[src/crs_pkg.sv]
// ----------------------------------------------------------------------------
// crs_pkg
// types, defaults and codes shared by the contour ring stitcher modules
// ----------------------------------------------------------------------------
package crs_pkg;

	// default sizes
	localparam int CRS_MAX_POINTS = 32;
	localparam int CRS_COORD_BITS = 16;
	localparam int CRS_ID_BITS    = 32;

	// one input word
	typedef struct packed {
		logic               kind;
		logic signed [15:0] point_x;
		logic signed [15:0] point_y;
		logic signed [15:0] point_z;
		logic        [31:0] mesh_id;
		logic               last_point;
	} crs_point_t;

	// one result word
	typedef struct packed {
		logic [31:0] face_first;
		logic [31:0] face_second;
		logic [31:0] face_third;
		logic        last_face;
		logic        overflow;
	} crs_face_t;

	// controller states
	typedef enum logic [3:0] {
		ST_IDLE,
		ST_PRIME0,
		ST_PRIME1,
		ST_PRIME2,
		ST_DIFF,
		ST_SQR,
		ST_SUM,
		ST_EMIT,
		ST_FILL
	} crs_state_t;

	// ring read address select
	typedef enum logic [1:0] {
		RD_ZERO,
		RD_NEXT,
		RD_AHEAD
	} crs_rd_sel_t;

	// controller to datapath
	typedef struct packed {
		logic        load;
		logic        prime;
		logic        cap_cur;
		logic        cap_nxt;
		logic        diff;
		logic        sqr;
		logic        sum;
		logic        emit;
		logic        fill;
		crs_rd_sel_t rd_sel;
	} crs_cmd_t;

	// datapath to controller
	typedef struct packed {
		logic empty;
		logic fin;
	} crs_stat_t;

endpackage

[src/crs_ctrl.sv]
// ----------------------------------------------------------------------------
// crs_ctrl
// sequencer for point loading and the stitching loop
// ----------------------------------------------------------------------------
module crs_ctrl (
	input  logic               clk,
	input  logic               arst_n,
	input  logic               start,
	input  logic               kind,
	input  logic               last_point,
	input  crs_pkg::crs_stat_t stat,
	output crs_pkg::crs_cmd_t  cmd,
	output logic               busy
);
	import crs_pkg::*;

	crs_state_t state_q;
	crs_state_t state_d;

	// state register
	always_ff @(posedge clk or negedge arst_n) begin
		if (!arst_n) begin
			state_q <= ST_IDLE;
		end else begin
			state_q <= state_d;
		end
	end

	// next state and commands
	always_comb begin
		state_d    = state_q;
		cmd        = '0;
		cmd.rd_sel = RD_ZERO;
		busy       = 1'b1;
		unique case (state_q)
			ST_IDLE: begin
				busy = 1'b0;
				if (start) begin
					cmd.load = 1'b1;
					if (kind && last_point) begin
						state_d = ST_PRIME0;
					end
				end
			end
			ST_PRIME0: begin
				cmd.prime  = 1'b1;
				cmd.rd_sel = RD_ZERO;
				state_d    = stat.empty ? ST_IDLE : ST_PRIME1;
			end
			ST_PRIME1: begin
				cmd.cap_cur = 1'b1;
				cmd.rd_sel  = RD_NEXT;
				state_d     = ST_PRIME2;
			end
			ST_PRIME2: begin
				cmd.cap_nxt = 1'b1;
				state_d     = ST_DIFF;
			end
			ST_DIFF: begin
				cmd.diff = 1'b1;
				state_d  = ST_SQR;
			end
			ST_SQR: begin
				cmd.sqr = 1'b1;
				state_d = ST_SUM;
			end
			ST_SUM: begin
				cmd.sum = 1'b1;
				state_d = ST_EMIT;
			end
			ST_EMIT: begin
				cmd.emit   = 1'b1;
				cmd.rd_sel = RD_AHEAD;
				state_d    = stat.fin ? ST_IDLE : ST_FILL;
			end
			ST_FILL: begin
				cmd.fill = 1'b1;
				state_d  = ST_DIFF;
			end
			default: begin
				state_d = ST_IDLE;
			end
		endcase
	end

endmodule

[config.mk]
export PLATFORM = sky130hd
export DESIGN_NAME = crs_ctrl
export DESIGN_NICKNAME = d
export VERILOG_FILES = /design/src/crs_pkg.sv /design/src/crs_ctrl.sv
export SDC_FILE = /design/constraint.sdc
export NUM_CORES = 1
export LEC_CHECK = 0
export BUFFER_PORTS_ARGS = -buffer_cell sky130_fd_sc_hd__clkbuf_2
export CAP_MARGIN = 20
export CORE_AREA = 3 3 40 42
export DETAILED_ROUTE_END_ITERATION = 10
export DIE_AREA = 0 0 43 45
export GPL_TIMING_DRIVEN = 0
export PLACE_DENSITY = 0.44
export SLEW_MARGIN = 20
export SYNTH_ARGS = -nofsm -noshare
export SYNTH_HDL_FRONTEND = slang
export SYNTH_SLANG_ARGS = --single-unit
[constraint.sdc]
create_clock -name clk -period 3.48 [get_ports clk]
set_clock_uncertainty 0.2 [all_clocks]
set_input_delay 0.696 -clock clk [delete_from_list [all_inputs] [get_ports clk]]
set_output_delay 0.696 -clock clk [all_outputs]
set_load 0.005 [all_outputs]
# Yosys cells after proc, flatten, opt, wreduce, memory -nomap -nowiden
# Index checks and enable logic that the tools add are counted.
[op_classes] eq_ne=10 mux=17 n_reduce_logical=4
[ops] op="case mux 4 bit (8 select lines)" n=1
[ops] op="== test 4 x 3 -> 1 bit (second input constant)" n=4
[ops] op="two-way mux 4 bit" n=3
[ops] op="two-way mux 1 bit" n=11
[ops] op="== test 4 x 2 -> 1 bit (second input constant)" n=2
[ops] op="== test 4 x 1 -> 1 bit (second input constant)" n=1
[ops] op="== test 4 bit (second input constant)" n=1
[ops] op="logical NOT 4 bit" n=1
[ops] op="!= test 2 bit (second input constant)" n=2
[ops] op="case mux 2 bit (2 select lines)" n=1
[ops] op="two-way mux 2 bit" n=1
[ops] op="AND reduction 2 bit" n=1
[ops] op="OR reduction 2 bit" n=1
[ops] op="logical AND 1 bit" n=1
[totals] register_bits=4 word_cells=32

# Depth between registers and ports, before layout
# Gate-level depths: netlist of the first run.
[logic_depth] depth_word=4 depth_mapped=4 mapped_depth_nobuf=3

# Worst setup path before layout of the first run
# OpenSTA, ideal clock, no wires.
[synth_path] path_type="register -> output" startpoint="reg state_q[0]" endpoint="out cmd[8] (netlist name)" arrival_ps=1011 t_required_ps=2584 path_slack_ps=1573 stages_incl_launch_ff=4 n_path_buf=1 cell_sequence="dfrtp_1 -> nand2b_1 -> nor3_1 -> buf_4"
[synth_lines] element="start, declared" line="crs_ctrl.sv:17" source="crs_state_t state_q;"
[synth_lines] element="start signal, assigned" line="crs_ctrl.sv:25" source="state_q <= state_d;"
[synth_lines] element="end, declared" line="crs_ctrl.sv:12" source="output crs_pkg::crs_cmd_t cmd,"

==> summary.txt, run 1 <==
Run status
  – Outcome: completed

STA
  – Unrepaired setup endpoints after global routing: no
  – Slew headroom: 79.9%
  – Setup_tns: 0 ns
  – Slew Limit Fails: 0
  – Max frequency: 0.444 GHz
  – Final setup fails: 0
  – Final hold violation count: 0
  – Worst slew pin tran: 0.302 ns
  – Tcrit/Tclk final: 64.7%
  – Crit path time final: 2.25 ns

Critical path
  – R2R cell count: 3
  – Worst EP required: 2.58 ns
  – Worst r2r dst: state_q[2]
  – WS Path Type: flop to output pin
  – Crit Reg-Reg Startpoint: state_q[3]
  – Worst Setup Start Kind: flop
  – Biggest cell delay along the critical path: 0.46 ns
  – CP max FO: 8
  – CP Cell Sequence: nand2b_1 > nor3_1 > buf_4 > clkbuf_2
  – CP startpoint: state_q[0]
  – Crit end category: output pin
  – R2r setup slk: 2.13 ns
  – Critical path's top delay family: flip-flops
  – Arrival time at the worst endpoint: 1.36 ns
  – Buf+Inv Stages, Crit Path: 2
  – Critical Path Stages: 4
  – Setup crit end: cmd[8]
  – Critical path's slowest cell: dfrtp_1

Synthesis
  – Mapped Area: 258 um^2
  – Post-Synth XOR/XNOR Area: 0%
  – Post-synth top area share: 38.8%
  – Synthesized area per cell: 8.31 um^2
  – Mux cell area share after synthesis: 0%
  – Simple-gate share of the synthesized area: 47.1%
  – Fraction of registers with async set/reset: 100%
  – Flops & latches, synth: 4
  – Commonest cells post-synth: 7 x nor2_1, 6 x nor3_1, 4 x dfrtp_1, 2 x buf_4, 2 x nand2b_1
  – Compound-gate portion of the synthesized area: 8.25%
  – Synth Area in Adders: 0%
  – Count leader, synth: nor2_1
  – Synthesized Nets: 38
  – Yosys cell types: 15
  – Synthesized instance count: 31
  – Synth area leader: dfrtp_1
  – Register area share after synthesis: 38.8%
  – Post-synth EDFFs: 0
  – Combinational family with the most area after synthesis: simple AND/OR/NAND/NOR gates
  – Ys flop type: dfrtp_1
  – Ys Warns: 0
  – Synth top area cells: dfrtp_1 39%, nor3_1 12%, nor2_1 10%, buf_4 5.8%, nor4b_2 5.8%

Detailed routing
  – Via count: 293
  – Vias/cell: 4.37
  – WL/cell: 9.93 um
  – Initial DRC count: 3
  – WL final: 665 um
  – ANT nets after route: 0
  – Drc violations: 0
  – DRT Pass-1 Iters: 3

GRT
  – Gr usage total: 8.43%
  – First-pass GRT wire length: 1100 um
  – Grt ovf: 0
  – Vias in the first global route: 269
  – Initial antenna violation count: 0
  – Largest net degree at the start of global routing: 9

Power and ir drop
  – Flop pwr share: 34.0%
  – Internal: 0.182 mW
  – Comb power frac: 47.9%
  – Clk pwr share: 18.1%
  – VDD IR max: 290 uV
  – Psw: 0.133 mW
  – Sw Ratio: 42.3%
  – Cell Pwr Density: 809 nW/um^2
  – Power Total: 0.315 mW
  – Leak: 0.206 nW

Floorplanning
  – DIE AREA: 1940 um^2
  – Die width: 43 um
  – Initial core utilization: 20.1%
  – Core Region: 1280 um^2
  – Chip height: 45 um
  – FP Rows: 13
  – Ports: 19

CTS
  – Post-CTS sizing: 0
  – Hold Buf Count CTS: 0
  – Clock Pin Slew Worst Setup and Hold Paths: 0.04 ns
  – Root buffer cell: clkbuf_4
  – Clock tree from TritonCTS: done
  – Setup Fix Bufs, Post-CTS: 0
  – TritonCTS Buffers: 3
  – Clk_lat worst skew: 0.23 ns
  – CTS sink count: 4
  – Maximum clock path buffer count: 2
  – H-tree levels: 1

Final layout
  – Max reg flops: 4
  – Register bank with the most flops: state_q
  – Antenna cells: 0
  – Regs by FF count: state_q (4)
  – Fin util: 30.3%
  – Share of cells above drive strength 1: 50.0%
  – Area growth syn-to-layout: 51.0%
  – NumNets Final: 61

Job
  – Max Cap Viol: 0

Placement
  – Hpwl dp: 516 um
  – Placer Congestion: 0.615
  – IO Port Bufs: 18

Min path
  – Hold WC Path Type: input port to asynchronous set/reset pin
power groups by stage:
stage	registers (mW)	logic (mW)	clock network [mW]
after floorplan	0.0964	0.0979	0
after global placement	0.108	0.154	0
after detailed placement	0.107	0.155	0
after CTS	0.108	0.155	0.0600
after global routing	0.111	0.175	0.0627
final	0.107	0.151	0.0569
worst reg2reg max path, delay by kind of cell (launching register included):
family        cells  cell delay [ns]
simple gates      2             0.53
flops             1             0.35
buf+inv           1             0.15
final cells by class:
type                            count  area (um^2)
Clock buffer                        3         22.5
Timing Repair Buffer               18         90.1
Fill cell                         152          896
Sequential cell                     4          100
Buffer                              2         15.0
Tap cell                           15         18.8
Multi-Input combinational cell     25          143
routing by layer:
metal	global-route usage [%]	share of wire [%]	wire [um]
met3	3.19	9.6	64
met2	11.4	49	323
met4	9.04	0	0
met5	0	0	0
met1	9.71	42	277
cell families (layout without fill, tap and decap cells):
family,Yosys count,count (layout)
buf+inv,2,23
simple gates,22,22
flops,4,4
compound gates,3,3
placed cells by master, fill, tap and decap left out:
cell type,synthesis,routed
a311oi_1,1,1
o21a_1,1,1
buf_4,2,2
nand2_1,1,1
nand2b_2,1,1
nor3_1,6,6
nor2b_1,1,1
and3_1,1,1
nor4b_2,1,1
nand2b_1,2,2
nor2_1,7,7
clkbuf_2,0,18
nand2_2,1,1
or3_1,1,1
clkbuf_4,0,3
a21oi_1,1,1
dfrtp_1,4,4
how the worst min path moves through the flow:
| stage | startpoint | end | slack (ns) | cells after the start |
|---|---|---|---|---|
| floorplan | arst_n | state_q[0] | 0.20 | 0 |
| global placement | arst_n | state_q[0] | 0.31 | 1 |
| detailed placement | arst_n | state_q[3] | 0.31 | 1 |
| CTS | arst_n | state_q[1] | 0.05 | 1 |
| global route | arst_n | state_q[1] | 0.06 | 1 |
| finish | arst_n | state_q[1] | 0.06 | 1 |
per-stage QoR:
step	instance area (um^2)	hold WS [ns]	worst slack [ns]	cells
6_report	389	0.0606	1.23	67
5_1_grt	389	0.0629	1.15	67
4_1_cts	389	0.0549	1.20	67
3_5_place_dp	367	0.307	1.45	64
3_3_place_gp	367	0.307	1.45	64
2_1_floorplan	258	0.200	1.57	31
No activity file was read; power rests on OpenSTA's default activity.
==> run 2, diff against run 1 <==
- clock period: 3.48 -> 2.2 ns (I/O delays scaled with it)
==> run 2 against run 1 <==
Hold slack better by 0.12 ns. Power up 59%. Final cell count grew 1.5%. Critical path type unchanged. First-iteration DRC count did not move. Register-to-register slack got worse by 1.3 ns. Highest routed layer unchanged. Sequential power up 58%. Non-clock buffer count grew 1. Flip-flop and latch count stayed put.
==> summary.txt, run 2 (synthesis results as in run 1) <==
GRT
  – Vias in the first global route: 271
  – Initial antenna violation count: 0
  – First-pass GRT wire length: 1100 um
  – Gr usage total: 8.43%
  – Largest net degree at the start of global routing: 9
  – Grt ovf: 0

STA
  – Setup_tns: 0 ns
  – Slew headroom: 79.9%
  – Unrepaired setup endpoints after global routing: no
  – Tcrit/Tclk final: 90.7%
  – Slew Limit Fails: 0
  – Final setup fails: 0
  – Worst slew pin tran: 0.302 ns
  – Max frequency: 0.501 GHz
  – Final hold violation count: 0
  – Crit path time final: 2.00 ns

Detailed routing
  – WL/cell: 9.82 um
  – Vias/cell: 4.37
  – DRT Pass-1 Iters: 3
  – WL final: 668 um
  – Drc violations: 0
  – Initial DRC count: 3
  – ANT nets after route: 0
  – Via count: 297

Final layout
  – Post-route cell area: 399 um^2
  – Register bank with the most flops: state_q
  – Share of cells above drive strength 1: 49.1%
  – Area growth syn-to-layout: 54.9%
  – Regs by FF count: state_q (4)
  – NumNets Final: 62
  – Most frequent cells in the layout: 18 x clkbuf_2, 7 x nor2_1, 6 x nor3_1
  – Commonest non-fill, non-tap cell in the layout: clkbuf_2
  – Max reg flops: 4
  – Antenna cells: 0

Floorplanning
  – Ports: 19
  – Die width: 43 um
  – Initial core utilization: 20.1%
  – Chip height: 45 um
  – FP Rows: 13
  – DIE AREA: 1940 um^2
  – Core Region: 1280 um^2

CTS
  – H-tree levels: 1
  – Maximum clock path buffer count: 2
  – Root buffer cell: clkbuf_4
  – Clock tree from TritonCTS: done
  – Clk_lat worst skew: 0.23 ns
  – CTS sink count: 4
  – Hold Buf Count CTS: 1
  – Setup Fix Bufs, Post-CTS: 0
  – TritonCTS Buffers: 3
  – Clock Pin Slew Worst Setup and Hold Paths: 0.04 ns
  – Post-CTS sizing: 0

Placement
  – IO Port Bufs: 18
  – Placer Congestion: 0.615
  – Hpwl dp: 516 um
  – Cell Area, Placed: 367 um^2

Min path
  – Worst hold stages: 2
  – Worst hold endpoint: state_q[3]
  – Hold WC Path Type: input port to flop
  – Hold Startpoint: stat[0]

Critical path
  – Worst r2r dst: state_q[2]
  – Crit end category: output pin
  – Critical path's slowest cell: dfrtp_1
  – WS Path Type: flop to output pin
  – CP Cell Sequence: nand2b_1 > nor3_1 > buf_4 > clkbuf_2
  – CP max FO: 8
  – Worst Setup Start Kind: flop
  – Crit Reg-Reg Startpoint: state_q[3]
  – Buf+Inv Stages, Crit Path: 2
  – Arrival time at the worst endpoint: 1.36 ns
  – Biggest cell delay along the critical path: 0.46 ns
  – Critical path's top delay family: flip-flops
  – R2r setup slk: 0.85 ns
  – Worst EP required: 1.56 ns
  – R2R cell count: 3

Power and ir drop
  – Cell Pwr Density: 1250 nW/um^2
  – Leak: 0.210 nW
  – VDD IR max: 459 uV

Job
  – Max Cap Viol: 0

Run status
  – Outcome: completed
run 2: area by class of cell:
class / instances / area, um^2
Buffer: 2 / 15.0
Clock buffer: 3 / 22.5
Fill cell: 153 / 886
Multi-Input combinational cell: 25 / 143
Sequential cell: 4 / 100
Tap cell: 15 / 18.8
Timing Repair Buffer: 19 / 100
run 2: metrics by stage:
| stage | setup WS (ns) | hold WS, ns | std cells | utilization, % | power [mW] |
|---|---|---|---|---|---|
| global route | 0.123 | 0.194 | 68 | 31.1 | 0.552 |
| CTS | 0.172 | 0.176 | 68 | 31.1 | 0.512 |
| floorplan | 0.549 | -0.0556 | 31 | - | 0.307 |
| detailed placement | 0.424 | 0.0508 | 64 | 28.5 | 0.415 |
| finish | 0.204 | 0.177 | 68 | 31.1 | 0.499 |
| global placement | 0.426 | 0.0507 | 64 | 28.5 | 0.415 |
run 2: worst max path at each step:
stage | slack (ns) | startpoint | endpoint | depth (start not counted)
after detailed placement | 0.42 | state_q[0] | cmd[8] | 4
after floorplan | 0.55 | state_q[0] | cmd[8] | 3
final | 0.20 | state_q[0] | cmd[8] | 4
after global placement | 0.43 | state_q[0] | cmd[8] | 4
after global routing | 0.12 | state_q[0] | cmd[8] | 4
after CTS | 0.17 | state_q[0] | cmd[8] | 4
run 2: per-layer routing:
layer / routed length [um] / share of wire, % / global-route usage (%)
met5: 0 / 0 / 0
met3: 64 / 9.6 / 3.19
met2: 323 / 48 / 11.4
met1: 280 / 42 / 9.71
met4: 0 / 0 / 9.04
run 2: power breakdown:
part           total (mW)  leakage [nW]  switching (mW)  internal (mW)
registers           0.169        0.0509          0.0665          0.103
logic               0.240         0.145           0.115          0.125
clock network      0.0899        0.0138          0.0290         0.0610
total               0.499         0.210           0.211          0.288
run 2: worst register-to-register path, cell delays in order, from the launching register on:
cell and delay [ns]:
dfrtp_1 0.35, buf_4 0.15, nor4b_2 0.16, or3_1 0.37
==> run 3, diff against run 2 <==
- GPL_TIMING_DRIVEN: 0 -> 1
- clock period: 2.2 -> 2.35 ns (I/O delays scaled with it)
==> run 3 against run 2 <==
First-iteration DRC count decreased by 67%. Via count is 5.4% lower. Global-route usage increased by 0.27 points. Sequential share of layout area rose by 0.98 points. Final cell count shrank 2.9%. Design area is 3.8% lower. Clock power shrank 4.4%. Flip-flop and latch count did not move.
==> summary.txt, run 3 (synthesis results as in run 1) <==
Floorplanning
  – Initial core utilization: 20.1%
  – Core Region: 1280 um^2
  – Die width: 43 um
  – Ports: 19
  – FP Rows: 13
  – Chip height: 45 um
  – DIE AREA: 1940 um^2

Final layout
  – Register bank with the most flops: state_q
  – Fin util: 29.9%
  – NumNets Final: 60
  – Post-route cell area: 384 um^2
  – Regs by FF count: state_q (4)
  – Most frequent cells in the layout: 18 x clkbuf_2, 7 x nor2_1, 6 x nor3_1
  – Antenna cells: 0
  – Share of cells above drive strength 1: 47.1%
  – Area growth syn-to-layout: 49.0%
  – Finished Layout Cells: 66
  – Max reg flops: 4
  – Commonest non-fill, non-tap cell in the layout: clkbuf_2

Critical path
  – Arrival time at the worst endpoint: 1.29 ns
  – R2R cell count: 3
  – CP max FO: 8
  – WS Path Type: flop to output pin
  – Worst EP required: 1.68 ns
  – Worst Setup Start Kind: flop
  – Crit end category: output pin

Power and ir drop
  – Psw: 0.196 mW
  – Internal: 0.261 mW
  – Sw Ratio: 42.9%
  – Power Total: 0.457 mW
  – Leak: 0.199 nW
  – Cell Pwr Density: 1190 nW/um^2
  – Comb power frac: 46.8%
  – Flop pwr share: 34.4%
  – Clk pwr share: 18.8%
  – VDD IR max: 377 uV

GRT
  – Grt ovf: 0
  – Vias in the first global route: 258
  – Gr usage total: 8.70%
  – First-pass GRT wire length: 1140 um
  – Largest net degree at the start of global routing: 9
  – Initial antenna violation count: 0

Detailed routing
  – Via count: 281
  – DRT Pass-1 Iters: 3
  – WL final: 618 um
  – ANT nets after route: 0
  – Initial DRC count: 1
  – Drc violations: 0
  – WL/cell: 9.36 um
  – Vias/cell: 4.26

CTS
  – TritonCTS Buffers: 3
  – CTS sink count: 4
  – Maximum clock path buffer count: 2
  – Root buffer cell: clkbuf_4
  – Setup Fix Bufs, Post-CTS: 0
  – H-tree levels: 1
  – Clock tree from TritonCTS: done
  – Clk_lat worst skew: 0.23 ns
  – Clock Pin Slew Worst Setup and Hold Paths: 0.04 ns

Placement
  – Cell Area, Placed: 352 um^2
  – Placed cells: 62
  – Hpwl dp: 511 um
  – IO Port Bufs: 18
  – Placer Congestion: 0.665
  – Place WS: 0.627 ns

STA
  – Slew Limit Fails: 0
  – Unrepaired setup endpoints after global routing: no
  – Post-route setup slack: 0.389 ns
  – Worst hold slack: 0.195 ns
  – Final hold violation count: 0
  – Final setup fails: 0
  – Slew headroom: 81.7%
  – Setup_tns: 0 ns
  – Worst slew pin tran: 0.274 ns
  – Max frequency: 0.510 GHz
  – Tcrit/Tclk final: 83.5%
  – Crit path time final: 1.96 ns

Run status
  – Outcome: completed

Job
  – Max Cap Viol: 0

Min path
  – Hold WC Path Type: input port to flop
  – Worst hold stages: 2
[run 3: worst max-delay path, stage by stage (launching register included)]
cell and delay, ns:
dfrtp_1 0.46, nand2b_1 0.21, nor3_1 0.22, clkbuf_2 0.16
[run 3: power groups by stage]
| stage | combinational (mW) | clock, mW | sequential (mW) |
|---|---|---|---|
| floorplan | 0.145 | 0 | 0.143 |
| global placement | 0.220 | 0 | 0.165 |
| detailed placement | 0.217 | 0 | 0.159 |
| CTS | 0.219 | 0.0912 | 0.158 |
| global route | 0.245 | 0.0975 | 0.168 |
| finish | 0.214 | 0.0859 | 0.157 |
[run 3: final cells by class]
class | instances | area, um^2
well taps | 15 | 18.8
clock buffers | 3 | 22.5
flip-flops and latches | 4 | 100
multi-input cells | 25 | 143
fillers | 147 | 901
repair buffers | 19 | 100
[run 3: final timing paths]
path                            startpoint    endpoint  slack, ns
worst min-delay path               stat[0]  state_q[3]       0.20
worst max register to register  state_q[3]  state_q[2]       0.98
max in group asynchronous           arst_n  state_q[2]       1.46
min in group asynchronous           arst_n  state_q[1]       0.37
worst min register to register  state_q[3]  state_q[1]       0.36
worst max-delay path            state_q[0]      cmd[8]       0.39
[run 3: what timing repair did]
action / 4_1_cts / 5_1_grt
hold buffers: 1 / 0
endpoints found under the setup margin: 0 / 0
endpoints found under the hold margin: 4 / 0
gates resized for setup: 0 / 0
[run 3: layer usage]
metal	routed length, um	track usage, %	share of wire [%]	vias to the layer above
li1	-	-	-	149
met1	279	10.0	45	121
met2	284	11.4	46	11
met3	54	2.79	8.7	0
met4	0	10.8	0	0
met5	0	0	0	-
